[config.mk]
export PLATFORM = sky130hd
export DESIGN_NAME = unique_key_ordered_list_table
export DESIGN_NICKNAME = d
export VERILOG_FILES = /design/src/rtl/ukolt_pkg.sv /design/src/rtl/ukolt_datapath.sv /design/src/rtl/ukolt_controller.sv /design/src/rtl/unique_key_ordered_list_table.sv
export SDC_FILE = /design/constraint.sdc
export NUM_CORES = 2
export LEC_CHECK = 0
export BUFFER_PORTS_ARGS = -buffer_cell sky130_fd_sc_hd__buf_2
export CAP_MARGIN = 20
export CORE_MARGIN = 2
export CORE_UTILIZATION = 30
export CTS_CLUSTER_DIAMETER = 80
export CTS_CLUSTER_SIZE = 28
export DETAILED_ROUTE_END_ITERATION = 10
export PLACE_DENSITY = 0.46
export SLEW_MARGIN = 15
export SYNTH_ARGS = -nofsm -noshare
export SYNTH_HDL_FRONTEND = slang
export SYNTH_SLANG_ARGS = --single-unit
[constraint.sdc]
create_clock -name clock -period 6.1 [get_ports clock]
set_clock_uncertainty 0.15 [all_clocks]
set_input_delay 0.61 -clock clock [delete_from_list [all_inputs] [get_ports clock]]
set_output_delay 0.61 -clock clock [all_outputs]
set_load 0.05 [all_outputs]
[src/rtl/ukolt_pkg.sv]
package ukolt_pkg;

   // Default table depth
   localparam int CAPACITY_DEF = 64;

   // Field widths
   localparam int CMD_W      = 2;
   localparam int KEY_W      = 32;
   localparam int TAG_W      = 32;
   localparam int WEIGHT_W   = 24;
   localparam int STATUS_W   = 2;
   localparam int COUNT_W    = 7;
   localparam int REQ_DATA_W = 88;
   localparam int RSP_DATA_W = 8;

   // Command codes
   typedef enum logic [CMD_W-1:0] {
      OP_INS_TAIL = 2'd0,
      OP_INS_HEAD = 2'd1,
      OP_FIND     = 2'd2,
      OP_REMOVE   = 2'd3
   } op_type;

   // Result status codes
   typedef enum logic [STATUS_W-1:0] {
      ST_DONE    = 2'd0,
      ST_DUP     = 2'd1,
      ST_MISSING = 2'd2,
      ST_FULL    = 2'd3
   } status_type;

   // Controller to datapath commands
   typedef struct packed {
      logic       capture;
      logic       walk_head;
      logic       walk_next;
      logic       link_new;
      logic       link_nbr;
      logic       unlink;
      logic       status_load;
      status_type status_code;
      logic       rsp_load;
   } ctl_cmd_type;

   // Datapath to controller status
   typedef struct packed {
      op_type op;
      logic   list_empty;
      logic   key_hit;
      logic   next_null;
      logic   table_full;
      logic   out_free;
   } dp_stat_type;

endpackage

[src/rtl/ukolt_datapath.sv]
module ukolt_datapath #(
   parameter int CAPACITY = ukolt_pkg::CAPACITY_DEF
) (
   input  logic                              clock,
   input  logic                              reset,
   input  logic [ukolt_pkg::REQ_DATA_W-1:0]  req_data,
   input  logic [ukolt_pkg::CMD_W-1:0]       req_user,
   input  ukolt_pkg::ctl_cmd_type            ctl,
   output ukolt_pkg::dp_stat_type            stat,
   input  logic                              rsp_tready,
   output logic                              rsp_tvalid,
   output logic [ukolt_pkg::RSP_DATA_W-1:0]  rsp_tdata,
   output logic [ukolt_pkg::STATUS_W-1:0]    rsp_tuser
);
   import ukolt_pkg::*;

   localparam int SLOT_W = $clog2(CAPACITY);
   localparam int IDX_W  = $clog2(CAPACITY + 1);
   localparam int CNT_W  = $clog2(CAPACITY + 1);
   localparam logic [IDX_W-1:0] NIL = IDX_W'(CAPACITY);

   // Entry stores and link memories
   logic [KEY_W-1:0]    key_mem  [CAPACITY];
   logic [TAG_W-1:0]    tag_mem  [CAPACITY];
   logic [WEIGHT_W-1:0] wgt_mem  [CAPACITY];
   logic [IDX_W-1:0]    nxt_mem  [CAPACITY];
   logic [IDX_W-1:0]    prv_mem  [CAPACITY];
   logic [SLOT_W-1:0]   free_mem [CAPACITY];

   // Command fields held for the item in work
   op_type              op_ff;
   logic [KEY_W-1:0]    key_ff;
   logic [TAG_W-1:0]    tag_ff;
   logic [WEIGHT_W-1:0] weight_ff;

   // Walk read port
   logic [IDX_W-1:0]    cur_ff;
   logic [KEY_W-1:0]    key_rd_ff;
   logic [IDX_W-1:0]    next_rd_ff;
   logic [IDX_W-1:0]    prev_rd_ff;
   logic [SLOT_W-1:0]   free_rd_ff;

   // List control
   logic [IDX_W-1:0]    head_ff, head_in;
   logic [IDX_W-1:0]    tail_ff, tail_in;
   logic [CNT_W-1:0]    count_ff, count_in;
   logic [CNT_W-1:0]    fsp_ff, fsp_in;
   logic [CNT_W-1:0]    hwm_ff, hwm_in;
   logic [SLOT_W-1:0]   slot_ff;
   status_type          status_ff;

   // Result register
   logic                rsp_valid_ff;
   status_type          rsp_status_ff;
   logic [COUNT_W-1:0]  rsp_count_ff;

   logic [IDX_W-1:0]    rd_addr;
   logic                rd_en;
   logic [CNT_W-1:0]    fsp_m1;
   logic                use_stack;
   logic [SLOT_W-1:0]   new_slot;
   logic                at_head;
   logic                head_null;
   logic                prev_valid;
   logic                next_valid;
   logic [CNT_W+COUNT_W-1:0] count_ext;

   logic                nxt_we;
   logic [SLOT_W-1:0]   nxt_wa;
   logic [IDX_W-1:0]    nxt_wd;
   logic                prv_we;
   logic [SLOT_W-1:0]   prv_wa;
   logic [IDX_W-1:0]    prv_wd;

   assign at_head    = (op_ff == OP_INS_HEAD);
   assign head_null  = (head_ff == NIL);
   assign prev_valid = (prev_rd_ff < NIL);
   assign next_valid = (next_rd_ff < NIL);
   assign fsp_m1     = fsp_ff - CNT_W'(1);
   assign use_stack  = (fsp_ff != '0);
   assign new_slot   = use_stack ? free_rd_ff : hwm_ff[SLOT_W-1:0];
   assign count_ext  = {{COUNT_W{1'b0}}, count_ff};

   // Capture the command fields on transfer
   always_ff @(posedge clock) begin
      if (ctl.capture) begin
         op_ff     <= op_type'(req_user);
         key_ff    <= req_data[KEY_W-1:0];
         tag_ff    <= req_data[KEY_W+TAG_W-1:KEY_W];
         weight_ff <= req_data[KEY_W+TAG_W+WEIGHT_W-1:KEY_W+TAG_W];
      end
   end

   // Walk: read one linked entry per cycle
   assign rd_addr = ctl.walk_head ? head_ff : next_rd_ff;
   assign rd_en   = ctl.walk_head | ctl.walk_next;

   always_ff @(posedge clock) begin
      if (rd_en) begin
         cur_ff     <= rd_addr;
         key_rd_ff  <= key_mem[rd_addr[SLOT_W-1:0]];
         next_rd_ff <= nxt_mem[rd_addr[SLOT_W-1:0]];
         prev_rd_ff <= prv_mem[rd_addr[SLOT_W-1:0]];
      end
   end

   // Free stack: keep the top entry read out, push the slot freed by an unlink
   always_ff @(posedge clock) begin
      free_rd_ff <= free_mem[fsp_m1[SLOT_W-1:0]];
      if (ctl.unlink) begin
         free_mem[fsp_ff[SLOT_W-1:0]] <= cur_ff[SLOT_W-1:0];
      end
   end

   // Store the new entry
   always_ff @(posedge clock) begin
      if (ctl.link_new) begin
         key_mem[new_slot] <= key_ff;
         tag_mem[new_slot] <= tag_ff;
         wgt_mem[new_slot] <= weight_ff;
         slot_ff           <= new_slot;
      end
   end

   // Select the forward link write
   always_comb begin
      nxt_we = 1'b0;
      nxt_wa = new_slot;
      nxt_wd = NIL;
      if (ctl.link_new) begin
         nxt_we = 1'b1;
         nxt_wd = at_head ? head_ff : NIL;
      end else if (ctl.link_nbr) begin
         nxt_we = !head_null && !at_head;
         nxt_wa = tail_ff[SLOT_W-1:0];
         nxt_wd = IDX_W'(slot_ff);
      end else if (ctl.unlink) begin
         nxt_we = prev_valid;
         nxt_wa = prev_rd_ff[SLOT_W-1:0];
         nxt_wd = next_rd_ff;
      end
   end

   // Select the backward link write
   always_comb begin
      prv_we = 1'b0;
      prv_wa = new_slot;
      prv_wd = NIL;
      if (ctl.link_new) begin
         prv_we = 1'b1;
         prv_wd = at_head ? NIL : tail_ff;
      end else if (ctl.link_nbr) begin
         prv_we = !head_null && at_head;
         prv_wa = head_ff[SLOT_W-1:0];
         prv_wd = IDX_W'(slot_ff);
      end else if (ctl.unlink) begin
         prv_we = next_valid;
         prv_wa = next_rd_ff[SLOT_W-1:0];
         prv_wd = prev_rd_ff;
      end
   end

   always_ff @(posedge clock) begin
      if (nxt_we) begin
         nxt_mem[nxt_wa] <= nxt_wd;
      end
      if (prv_we) begin
         prv_mem[prv_wa] <= prv_wd;
      end
   end

   // Update head, tail, count and slot allocation
   always_comb begin
      head_in  = head_ff;
      tail_in  = tail_ff;
      count_in = count_ff;
      fsp_in   = fsp_ff;
      hwm_in   = hwm_ff;
      if (ctl.link_new) begin
         if (use_stack) begin
            fsp_in = fsp_m1;
         end else begin
            hwm_in = hwm_ff + CNT_W'(1);
         end
      end
      if (ctl.link_nbr) begin
         count_in = count_ff + CNT_W'(1);
         if (head_null) begin
            head_in = IDX_W'(slot_ff);
            tail_in = IDX_W'(slot_ff);
         end else if (at_head) begin
            head_in = IDX_W'(slot_ff);
         end else begin
            tail_in = IDX_W'(slot_ff);
         end
      end
      if (ctl.unlink) begin
         fsp_in = fsp_ff + CNT_W'(1);
         if (count_ff != '0) begin
            count_in = count_ff - CNT_W'(1);
         end
         if (!prev_valid) begin
            head_in = next_rd_ff;
         end
         if (!next_valid) begin
            tail_in = prev_rd_ff;
         end
      end
   end

   always_ff @(posedge clock) begin
      if (reset) begin
         head_ff  <= NIL;
         tail_ff  <= NIL;
         count_ff <= '0;
         fsp_ff   <= '0;
         hwm_ff   <= '0;
      end else begin
         head_ff  <= head_in;
         tail_ff  <= tail_in;
         count_ff <= count_in;
         fsp_ff   <= fsp_in;
         hwm_ff   <= hwm_in;
      end
   end

   // Hold the status of the item in work
   always_ff @(posedge clock) begin
      if (ctl.status_load) begin
         status_ff <= ctl.status_code;
      end
   end

   // Output register: load the result, drop it once transferred
   always_ff @(posedge clock) begin
      if (reset) begin
         rsp_valid_ff <= 1'b0;
      end else if (ctl.rsp_load) begin
         rsp_valid_ff <= 1'b1;
      end else if (rsp_tready) begin
         rsp_valid_ff <= 1'b0;
      end
   end

   always_ff @(posedge clock) begin
      if (ctl.rsp_load) begin
         rsp_status_ff <= status_ff;
         rsp_count_ff  <= count_ext[COUNT_W-1:0];
      end
   end

   assign rsp_tvalid = rsp_valid_ff;
   assign rsp_tuser  = rsp_status_ff;
   assign rsp_tdata  = {{(RSP_DATA_W-COUNT_W){1'b0}}, rsp_count_ff};

   // Status to the controller
   assign stat.op         = op_ff;
   assign stat.list_empty = head_null;
   assign stat.key_hit    = (key_rd_ff == key_ff);
   assign stat.next_null  = !next_valid;
   assign stat.table_full = (count_ff == CNT_W'(CAPACITY));
   assign stat.out_free   = !rsp_valid_ff || rsp_tready;

   a_count_bound: assert property (@(posedge clock) disable iff (reset)
      count_ff <= CNT_W'(CAPACITY))
      else $error("entry count above capacity");

   a_free_stack: assert property (@(posedge clock) disable iff (reset)
      fsp_ff <= hwm_ff)
      else $error("free stack deeper than slots ever handed out");

   a_empty_match: assert property (@(posedge clock) disable iff (reset)
      ((head_ff == NIL) == (count_ff == '0)) && ((head_ff == NIL) == (tail_ff == NIL)))
      else $error("head, tail and count disagree on an empty list");

   a_link_head: assert property (@(posedge clock) disable iff (reset)
      ctl.link_nbr |=> (head_ff != NIL) && (count_ff != '0))
      else $error("list empty after an insert");

endmodule

[src/rtl/ukolt_controller.sv]
module ukolt_controller (
   input  logic                   clock,
   input  logic                   reset,
   input  logic                   req_tvalid,
   output logic                   req_tready,
   input  ukolt_pkg::dp_stat_type stat,
   output ukolt_pkg::ctl_cmd_type ctl
);
   import ukolt_pkg::*;

   typedef enum logic [6:0] {
      S_IDLE   = 7'b0000001,
      S_START  = 7'b0000010,
      S_WALK   = 7'b0000100,
      S_UNLINK = 7'b0001000,
      S_LINK1  = 7'b0010000,
      S_LINK2  = 7'b0100000,
      S_RESP   = 7'b1000000
   } state_type;

   state_type  state_ff, state_in;
   state_type  hit_state, miss_state;
   status_type hit_code, miss_code;

   // Outcome when the walk finds the key
   always_comb begin
      unique case (stat.op)
         OP_REMOVE: begin
            hit_state = S_UNLINK;
            hit_code  = ST_DONE;
         end
         OP_FIND: begin
            hit_state = S_RESP;
            hit_code  = ST_DONE;
         end
         default: begin
            hit_state = S_RESP;
            hit_code  = ST_DUP;
         end
      endcase
   end

   // Outcome when the walk ends without the key
   always_comb begin
      priority if (stat.op == OP_FIND || stat.op == OP_REMOVE) begin
         miss_state = S_RESP;
         miss_code  = ST_MISSING;
      end else if (stat.table_full) begin
         miss_state = S_RESP;
         miss_code  = ST_FULL;
      end else begin
         miss_state = S_LINK1;
         miss_code  = ST_DONE;
      end
   end

   // Sequence one command at a time
   always_comb begin
      state_in = state_ff;
      ctl      = '0;
      unique case (state_ff)
         S_IDLE: begin
            if (req_tvalid) begin
               ctl.capture = 1'b1;
               state_in    = S_START;
            end
         end
         S_START: begin
            if (stat.list_empty) begin
               ctl.status_load = 1'b1;
               ctl.status_code = miss_code;
               state_in        = miss_state;
            end else begin
               ctl.walk_head = 1'b1;
               state_in      = S_WALK;
            end
         end
         S_WALK: begin
            priority if (stat.key_hit) begin
               ctl.status_load = 1'b1;
               ctl.status_code = hit_code;
               state_in        = hit_state;
            end else if (stat.next_null) begin
               ctl.status_load = 1'b1;
               ctl.status_code = miss_code;
               state_in        = miss_state;
            end else begin
               ctl.walk_next = 1'b1;
            end
         end
         S_UNLINK: begin
            ctl.unlink = 1'b1;
            state_in   = S_RESP;
         end
         S_LINK1: begin
            ctl.link_new = 1'b1;
            state_in     = S_LINK2;
         end
         S_LINK2: begin
            ctl.link_nbr = 1'b1;
            state_in     = S_RESP;
         end
         S_RESP: begin
            if (stat.out_free) begin
               ctl.rsp_load = 1'b1;
               state_in     = S_IDLE;
            end
         end
         default: begin
            state_in = S_IDLE;
         end
      endcase
   end

   always_ff @(posedge clock) begin
      if (reset) begin
         state_ff <= S_IDLE;
      end else begin
         state_ff <= state_in;
      end
   end

   assign req_tready = (state_ff == S_IDLE);

endmodule

[src/rtl/unique_key_ordered_list_table.sv]
// Ordered table of unique-key entries held as a doubly linked list.
// Commands arrive on the req_ stream: tuser carries the command (insert at
// tail, insert at head, find, remove), tdata the key, name tag and weight.
// Every command gives one transfer on the rsp_ stream: tuser holds the
// status (done, duplicate, missing, full), tdata the entry count after it.
// One command is in work at a time. From the request transfer the block
// passes a start state, walks a non-empty list from the head, reading one
// linked entry a cycle from the key and link memories and comparing its
// key, then passes the link states for an insert or the unlink state for a
// remove, and loads the result register; the next request is taken once
// the block is back in its idle state.
// The result register decouples the two streams: a command is accepted
// while the previous result still waits; a stalled receiver holds the block
// only when the next result is ready to be loaded.
// Reset empties the list at once (head and tail null, count zero, no slot
// handed out); the entry memories need no clearing.
module unique_key_ordered_list_table #(
   parameter int CAPACITY = ukolt_pkg::CAPACITY_DEF
) (
   input  logic                              clock,
   input  logic                              reset,
   input  logic                              req_tvalid,
   output logic                              req_tready,
   // entry_key [31:0], name_tag [63:32], weight [87:64]
   input  logic [ukolt_pkg::REQ_DATA_W-1:0]  req_tdata,
   // cmd [1:0]
   input  logic [ukolt_pkg::CMD_W-1:0]       req_tuser,
   output logic                              rsp_tvalid,
   input  logic                              rsp_tready,
   // entry_count [6:0], zero [7]
   output logic [ukolt_pkg::RSP_DATA_W-1:0]  rsp_tdata,
   // status [1:0]
   output logic [ukolt_pkg::STATUS_W-1:0]    rsp_tuser
);
   import ukolt_pkg::*;

   ctl_cmd_type ctl;
   dp_stat_type stat;

   ukolt_controller u_controller (
      .clock      (clock),
      .reset      (reset),
      .req_tvalid (req_tvalid),
      .req_tready (req_tready),
      .stat       (stat),
      .ctl        (ctl)
   );

   ukolt_datapath #(
      .CAPACITY (CAPACITY)
   ) u_datapath (
      .clock      (clock),
      .reset      (reset),
      .req_data   (req_tdata),
      .req_user   (req_tuser),
      .ctl        (ctl),
      .stat       (stat),
      .rsp_tready (rsp_tready),
      .rsp_tvalid (rsp_tvalid),
      .rsp_tdata  (rsp_tdata),
      .rsp_tuser  (rsp_tuser)
   );

endmodule

==> reports/metrics.yaml <==
synth.largest_area_cell: "edfxtp_1"
rsz0062_at_grt: "false"
arrival_ns: 6.17
worst_path_most_repeated_cell: "buf_4"
synth_compound_area_frac: 0.08451
cts_buffers: 177
reg2reg_from: "u_controller.state_ff[6]"
htreeDepth: 4
initial_core_util: 0.3014
firstDrtPassIters: 8
syn2layout_area_growth_pct: 11.97
synth_top_family_by_area: "simple AND/OR/NAND/NOR gates"
cp-start-kind: "register"
grt-ovfl-total: 0
final_nets: 9749
worstSkewPairLatency_ns: 0.96
routed_wl_mm: 443.8
setup_violations: 0
grt_pass1_wl_mm: 622.7
via_count: 84907
dp_hpwl_mm: 246.0
min-delay-start: "reset"
crit_buf_inv: 2
ys_seq_area_frac: 0.7504
antenna_found_initial: 15
cp_slowest_cell: "mux2i_4"
clk_pin_slew_ns: 0.10
place_congestion: 0.7982
worstPathRequired_ns: 6.78
cts_num_sinks: 3479
drv_cap: 0
hold_class: "input pin to register"
final_core_util: 0.3375
async_flop_share: 0
crit_fanout: 30
worstReg2RegEnd: "u_datapath.key_rd_ff[7]"
synth_xor_area_frac: 0.003223
clk_path_buf_depth: 4
place_inst: 15580
reg2reg_setup_slack_ns: 0.61
grt_use_total: 0.1828
grt_pass1_vias: 81069
cp_slowest_stage_delay_ns: 0.91
core_area_sq_mm: 0.4598
grt_max_degree: 159
tns_ns: 0
die_area_sq_mm: 0.4674
avgSynthCellArea_sq_um: 14.33
wire_per_inst_um: 27.84
synth_edf_count: 3431
end_kind: "register"
max_clock_freq_mhz: 182.3
mostFrequentLayoutCells: "edfxtp_1 (3431), nand2_1 (1920), nand3_1 (637)"
drt_iter0_drc: 9583
cts_tree: "done"
io_pins: 106
drv_slew: 0
period_minus_slack_ns: 5.486
synthTopCellsByArea: "edfxtp_1 (74%), nand2_1 (5.2%), a211oi_1 (3.0%)"
via_per_inst: 5.326
synthMuxAreaShare: 0.03032
path_cells: "or4b_1 -> a211o_4 -> mux2i_4 -> buf_4 -> a211oi_1 -> a2111oi_0 -> o21ai_0 -> o32ai_1 -> buf_4 -> a31o_1"
synth_fp_nets: 9773
antenna_left: 0
synth_area_sq_mm: 0.1386
synth_top_area_frac: 0.7434
crit_family: "compound AO/OA/AOI/OAI gates"
synth-seq-cells: 3479
hold_depth: 2
relSlewSlack: 0.1843
yosysWarnings: 0
crit_type: "register to register"
port_buffers: 48
p_leak_uw: 0.04932
drive_gt1_frac: 0.1002
ir_drop_v: 0.0002010
synth_simple_gate_area_frac: 0.1060
rows: 249
period_share: 0.8993
cts_setup_buffers: 0
cts_root_buf: "clkbuf_16"
p_per_area_mw_per_mm2: 268.8
hold_viol: 0
die_w_um: 683.7
syn_inst: 9674
status: "completed"
r2r_cells: 10
final_common_cell: "edfxtp_1"
synth.distinct_cells: 72
fin_cells: 15941
hold_end: "u_datapath.fsp_ff[4]"
tightest_slew_ns: 1.193
synthFlopType: "edfxtp_1"
drc: 0
die_y_um: 683.7
synthAdderAreaFrac: 0.0004514
through the flow:
stage / setup WS (ns) / power [uW] / cell area [sq um] / hold slack (ns)
final: 0.6140 / 41720 / 155200 / 0.1614
after floorplan: 1.308 / 27010 / 138600 / 0.2503
after global routing: 0.4716 / 42930 / 155100 / 0.1467
after CTS: 0.4688 / 42100 / 155100 / 0.09301
after detailed placement: 0.4334 / 27360 / 148500 / 0.3133
after global placement: 0.3720 / 27340 / 148500 / 0.3130
cells in the mapped netlist (5+ instances only):
cell type	n
a32oi_1	96
buf_1	96
o22ai_1	8
o21ai_0	93
nor2b_1	32
o32ai_1	44
or3_1	7
or2_2	5
buf_2	188
a311oi_1	214
a22oi_1	48
a31oi_1	264
inv_2	6
inv_1	148
nor2_1	337
a21oi_1	195
dfxtp_1	48
ha_1	5
edfxtp_1	3431
nor3_1	21
nand2_1	1923
nand2b_1	10
a211oi_1	546
a31o_1	43
nand3_1	637
and2_1	5
and3_1	249
nand3b_1	7
nor4_1	24
mux2i_1	197
clkbuf_1	395
mux4_2	96
a222oi_1	9
xnor2_1	7
xor2_1	44
a2111oi_0	30
buf_4	14
nand4_1	96
cell families after synthesis:
family,Yosys count
other,1
adder cells (fa/ha/maj),5
XOR/XNOR,51
multiplexers,298
AO/OA/AOI/OAI,1619
flip-flops,3479
buffers and inverters,849
AND/OR/NAND/NOR,3372
how the worst max path moves through the flow:
stage | startpoint | end | slack [ns] | cells past startpoint
3_5_place_dp | u_controller.state_ff[6] | u_datapath.key_rd_ff[11] | 0.43 | 10
6_report | u_controller.state_ff[6] | u_datapath.key_rd_ff[7] | 0.61 | 10
2_1_floorplan | u_datapath.fsp_ff[0] | u_datapath.key_mem[12][0] | 1.31 | 12
5_1_grt | u_controller.state_ff[1] | u_datapath.key_rd_ff[7] | 0.47 | 10
3_3_place_gp | u_controller.state_ff[6] | u_datapath.key_rd_ff[27] | 0.37 | 10
4_1_cts | u_controller.state_ff[6] | u_datapath.key_rd_ff[11] | 0.47 | 10
area by class of cell:
| class | instances | area (sq um) |
|---|---|---|
| antenna | 14 | 35.03 |
| clock buffer | 191 | 4609 |
| clock inverter | 116 | 1580 |
| fill | 44501 | 304700 |
| inverter | 155 | 609.3 |
| multi-input combinational | 5346 | 31920 |
| sequential | 3479 | 104000 |
| tap | 6149 | 7694 |
| timing repair buffer | 491 | 4737 |
report_power, final:
group	switching (uW)	leakage [uW]	internal (uW)
sequential	34.0	0.0312	26200
clock	8420	0.00299	6480
combinational	516	0.0152	90.1
total	8970	0.0493	32800
state kept, by name, summed over array words and instances (netlist names), 7 cells and up:
name                     cells
u_datapath.count_ff          7
u_datapath.rsp_count_ff      7
u_datapath.head_ff           7
u_datapath.free_mem        384
u_datapath.key_mem        2048
u_datapath.key_rd_ff        32
u_datapath.tail_ff           7
u_controller.state_ff        7
u_datapath.key_ff           32
u_datapath.fsp_ff            7
u_datapath.next_rd_ff        7
u_datapath.prv_mem         448
u_datapath.nxt_mem         448
u_datapath.prev_rd_ff        7
per-layer routing:
| layer | vias up | routed length, um | part of all wire | GRT usage |
|---|---|---|---|---|
| met4 | 0 | 11340 | 0.026 | 0.04466 |
| met3 | 468 | 28330 | 0.064 | 0.02317 |
| li1 | 36980 | - | - | - |
| met5 | - | 0 | 0 | 0 |
| met2 | 2996 | 206400 | 0.47 | 0.2945 |
| met1 | 44463 | 197700 | 0.45 | 0.2620 |
timing repair:
item | CTS | global route
resized for setup | 0 | 0
hold endpoints to repair | 36 | 0
hold buffers | 36 | 0
No activity file was read; power rests on OpenSTA's default activity.
